$ cat src/rtl/core/egrid_pkg.sv
// Shared types and constants of the elevation occupancy grid core.
// No dependencies; compile first.
package egrid_pkg;

  localparam int RES_W      = 16;
  localparam int THR_W      = 24;
  localparam int COUNT_W    = 13;
  localparam int MARGIN_W   = 24;
  localparam int CFG_DATA_W = 24;
  localparam int CFG_IDX_W  = 2;
  localparam int ROW_IDX_W  = 6;
  localparam int ROW_BITS_W = 64;
  localparam int GRID_DIM_W = 7;

  localparam logic [RES_W-1:0]    RESOLUTION_RST = 16'd256;
  localparam logic [THR_W-1:0]    HEIGHT_THR_RST = 24'd51;
  localparam logic [COUNT_W-1:0]  COUNT_THR_RST  = 13'd2;
  localparam logic [MARGIN_W-1:0] MARGIN_RST     = 24'd282;
  localparam logic [COUNT_W-1:0]  COUNT_SAT      = {COUNT_W{1'b1}};

  typedef enum logic [CFG_IDX_W-1:0] {
    REG_RESOLUTION = 2'd0,
    REG_HEIGHT_THR = 2'd1,
    REG_COUNT_THR  = 2'd2,
    REG_MARGIN     = 2'd3
  } cfg_reg_t;

  typedef struct packed {
    logic start;
  } div_ctl_t;

  typedef struct packed {
    logic busy;
    logic done;
  } div_sts_t;

endpackage

$ cat src/rtl/core/egrid_divider.sv
// Restoring divider, one quotient bit per cycle, shared by all grid divisions.
// Depends on egrid_pkg.
module egrid_divider import egrid_pkg::*; #(
  parameter int DW = 24
) (
  input  logic             clk,
  input  logic             rst,
  input  div_ctl_t         ctl,
  input  logic [DW-1:0]    dividend,
  input  logic [RES_W-1:0] divisor,
  output logic [DW-1:0]    quotient,
  output div_sts_t         sts
);

  localparam int CNT_W = $clog2(DW);

  logic [RES_W-1:0] dvs;
  logic [RES_W-1:0] rem;
  logic [DW-1:0]    quo;
  logic [CNT_W-1:0] cnt;
  logic             busy;
  logic             done;
  logic [RES_W:0]   shifted;
  logic             fits;

  assign shifted = {rem, quo[DW-1]};
  assign fits    = shifted >= {1'b0, dvs};

  always_ff @(posedge clk) begin
    if (rst) begin
      busy <= 1'b0;
      done <= 1'b0;
    end else begin
      done <= 1'b0;
      if (ctl.start) begin
        rem  <= '0;
        quo  <= dividend;
        dvs  <= divisor;
        cnt  <= CNT_W'(DW - 1);
        busy <= 1'b1;
      end else if (busy) begin
        if (fits) begin
          rem <= RES_W'(shifted - {1'b0, dvs});
        end else begin
          rem <= shifted[RES_W-1:0];
        end
        quo <= {quo[DW-2:0], fits};
        if (cnt == '0) begin
          busy <= 1'b0;
          done <= 1'b1;
        end else begin
          cnt <= cnt - CNT_W'(1);
        end
      end
    end
  end

  assign quotient = quo;
  assign sts.busy = busy;
  assign sts.done = done;

endmodule

$ cat config.mk
export PLATFORM = sky130hd
export DESIGN_NAME = egrid_divider
export DESIGN_NICKNAME = d
export VERILOG_FILES = /design/src/rtl/core/egrid_pkg.sv /design/src/rtl/core/egrid_divider.sv
export SDC_FILE = /design/constraint.sdc
export NUM_CORES = 1
export LEC_CHECK = 0
export BUFFER_PORTS_ARGS = -buffer_cell sky130_fd_sc_hd__buf_2
export CORE_MARGIN = 1.5
export CORE_UTILIZATION = 60
export DETAILED_ROUTE_END_ITERATION = 10
export PLACE_DENSITY = 0.94
export SYNTH_ARGS = -nofsm -noshare
export SYNTH_HDL_FRONTEND = slang
export SYNTH_SLANG_ARGS = --single-unit
export TNS_END_PERCENT = 20
$ cat constraint.sdc
create_clock -name clk -period 6.54 [get_ports clk]
set_input_delay 0.327 -clock clk [delete_from_list [all_inputs] [get_ports clk]]
set_output_delay 0.327 -clock clk [all_outputs]
set_load 0.01 [all_outputs]
==> results.md <==
- Crit-path max FO: 13
- Slew headroom: 25.49%
- Post-synthesis async set-or-reset flop share: 0%
- Setup crit end kind: flop
- Synth top area share: 51.77%
- Layout Utilization: 71.82%
- Gpl congestion: 0.8192
- Residual DRC count: 0
- Post-DP HPWL: 4.957 mm
- Routing usage on met3: 9.371%
- Ranking of synthesized cells by area: edfxtp_1, mux2_2, ha_1
- Flops & latches, synth: 63
- Worst-margin pin slew: 1.115 ns
- Power, Total: 1.055 mW
- Net count after synthesis: 349
- Grt ovf: 0
- HP Class: in -> reg
- Setup crit start: rem[11]$_SDFFCE_PP0P_
- Skew final: 0.01358 ns
- Cts repair resizes: 0
- Reg2Reg Depth: 7
- Minimum clock period after layout: 3.138 ns
- Top Ports: 69
- Initial Util: 63.10%
- Fmax: 0.3187 GHz
- Slowest cell on crit path: nand2b_1
- Die Span Y: 79.80 um
- Final setup violating endpoints: 0
- Sw Share: 30.52%
- Main synth FF type: edfxtp_1
- Final period utilization: 47.98%
- Die area: 0.006367 sq mm
- # clock sinks: 63
- Area growth, synth to finish: 13.83%
- Met2 Usage GRT: 39.92%
- Pins Over Slew Limit: 0
- Part of the power in registers: 47.5%
- Router iterations before antenna repair: 4
- Core area: 0.005608 sq mm
- VDD IR max: 0.1549 mV
- Initial antenna violation count: 0
- CTS tree: done
- Crit path arrival time: 3.24 ns
- DR WL/cell: 16.77 um
- CTS root buf: clkbuf_8
- Routing usage on met1: 32.70%
- Pint: 733.1 uW
- Dpl cells: 415
- Outcome: completed
- Final setup TNS: 0 ns
- WHS Endpoint: dvs[7]$_DFFE_PP_
- Post-synth EDFFs: 61
- Psw: 322.1 uW
- H-tree levels: 3
- Clock Latency Late Sink: 0.35 ns
- Power Dens Cells: 262.0 mW/mm^2
- CP cell instances: ha_1 -> a21o_1 -> o21bai_1 -> a2111oi_0 -> nand2b_1 -> buf_4 -> mux2_2
- Iter 0 DRT Violations: 239
- Hold Path Depth: 1
- Global-route wire length before repair: 11.93 mm
- Hold-fix buffers, CTS: 0
- TritonCTS Buffers: 9
- Clock power share: 28.2%
- Placement Rows: 27
- Fin. Hold Viols: 0
- # Max-Cap Violations: 0
- CTS Buffer Depth: 2
- Ys Warns: 0
- Post-DR vias/cell: 5.745
- Postcts setup bufs: 0
- Worst hold slack: 0.1473 ns
- Post-route insts no fill: 431
- Setup CP Type: reg -> reg
- Total GRT Usage: 25.38%
- FF-to-FF Start: rem[11]$_SDFFCE_PP0P_
- Worst reg2reg endpoint: quotient[0]$_DFFE_PP_
- Synth area leader: edfxtp_1
- Share of layout cells above drive strength 1: 34.82%
- Sequential element share of the synthesized area: 52.90%
- Reg clk slew, reported paths: 0.08 ns
- Diodes inserted: 0
- Largest net degree at the start of global routing: 43
- Post-DRT Antenna Nets: 0
- Cell Area, Synth: 0.003538 sq mm
- Vias in the first global route: 2480
- Critical path's largest stage delay: 0.49 ns
- Via count: 2476
- WP data required: 6.65 ns
- I/O Buffers: 68
- Cells after Synth: 288
- Most used routing layer: met2
- Unique cell type count in the Yosys netlist: 47
- Post-Syn Area per Cell: 12.29 sq um
- FF-to-FF setup slack: 3.40 ns
- DRT Wirelength: 7.230 mm
- CP Launch Type: flop
- Final #Nets: 415
- Die Wd: 79.80 um
- Hold_sp: divisor[7]
- Unrepaired setup endpoints after global routing: false
- Combinational power share: 24.3%
- Leakage: 1.674 nW
-- per-layer routing --
metal  up-vias  wire length [um]
met5         -                 0
met4         0                80
met3         9               629
met2        94              3526
met1      1185              2994
li1       1188                 -
-- synth_stat cells (6+ instances only) --
cell type  number
a211oi_2        6
nand2_1        16
mux2_2         24
nor2_1         23
edfxtp_1       61
mux2i_1         9
ha_1           17
xor2_1          6
inv_1          22
o21ai_0         8
xnor2_1         9
a21oi_1        10
nor3_1          6
-- power by group through the flow --
stage | clock [mW] | sequential (mW) | combinational [mW]
floorplan | 0 | 0.510 | 0.202
finish | 0.297 | 0.501 | 0.256
global route | 0.314 | 0.505 | 0.286
global placement | 0 | 0.507 | 0.243
CTS | 0.298 | 0.502 | 0.254
detailed placement | 0 | 0.510 | 0.252
-- metrics by stage --
step | area [sq um] | worst slack, ns
final | 4028 | 3.402
after global routing | 4028 | 3.228
after CTS | 4028 | 3.432
after detailed placement | 3862 | 3.469
after global placement | 3862 | 3.548
after floorplan | 3538 | 3.782
-- final cells by class --
cell class,instances,area [sq um]
tap,72,90.09
sequential,63,1872
inverter,23,86.33
fill,417,1580
multi-input combinational,187,1459
clock buffer,10,127.6
timing repair buffer,70,355.3
clock inverter,6,37.54
-- registers in the layout (all words and copies together), names as in the netlist --
signal / flops
rem: 16
quotient: 24
busy: 1
dvs: 16
cnt: 5
done: 1
-- critical path, delay by kind of cell (launching register included) --
family | cells | cell delay (ns)
buffers and inverters | 1 | 0.37
AND/OR/NAND/NOR | 1 | 0.49
adder cells (fa/ha/maj) | 1 | 0.44
AO/OA/AOI/OAI | 3 | 0.92
flip-flops | 1 | 0.41
multiplexers | 1 | 0.27
-- worst max-delay path by stage --
stage                             to  slack, ns
2_1_floorplan  quotient[0]$_DFFE_PP_       3.78
3_3_place_gp   quotient[0]$_DFFE_PP_       3.55
3_5_place_dp   quotient[0]$_DFFE_PP_       3.47
4_1_cts        quotient[0]$_DFFE_PP_       3.43
5_1_grt         rem[3]$_SDFFCE_PP0P_       3.23
6_report       quotient[0]$_DFFE_PP_       3.40
-- kinds of logic after synthesis --
family	share of synthesized area [%]
AO/OA/AOI/OAI	11.67
XOR/XNOR	3.713
adder cells (fa/ha/maj)	6.577
buffers and inverters	6.082
flip-flops	52.90
multiplexers	10.18
AND/OR/NAND/NOR	8.876
-- placed cells by master, fill, tap and decap left out, types with 3 or more instances in the layout --
master	instances
buf_2	68
edfxtp_1	61
mux2_2	24
inv_1	22
nor2_1	22
ha_1	17
nand2_1	16
a21oi_1	10
mux2i_1	9
xnor2_1	9
clkbuf_8	9
o21ai_0	8
a211oi_2	6
nor3_1	6
xor2_1	6
nor2_2	5
nand2b_1	4
o211ai_1	4
a21o_1	4
o2111ai_1	3
a2111oi_0	3
a211oi_1	3
o21a_1	3
No activity file was read; power rests on OpenSTA's default activity.
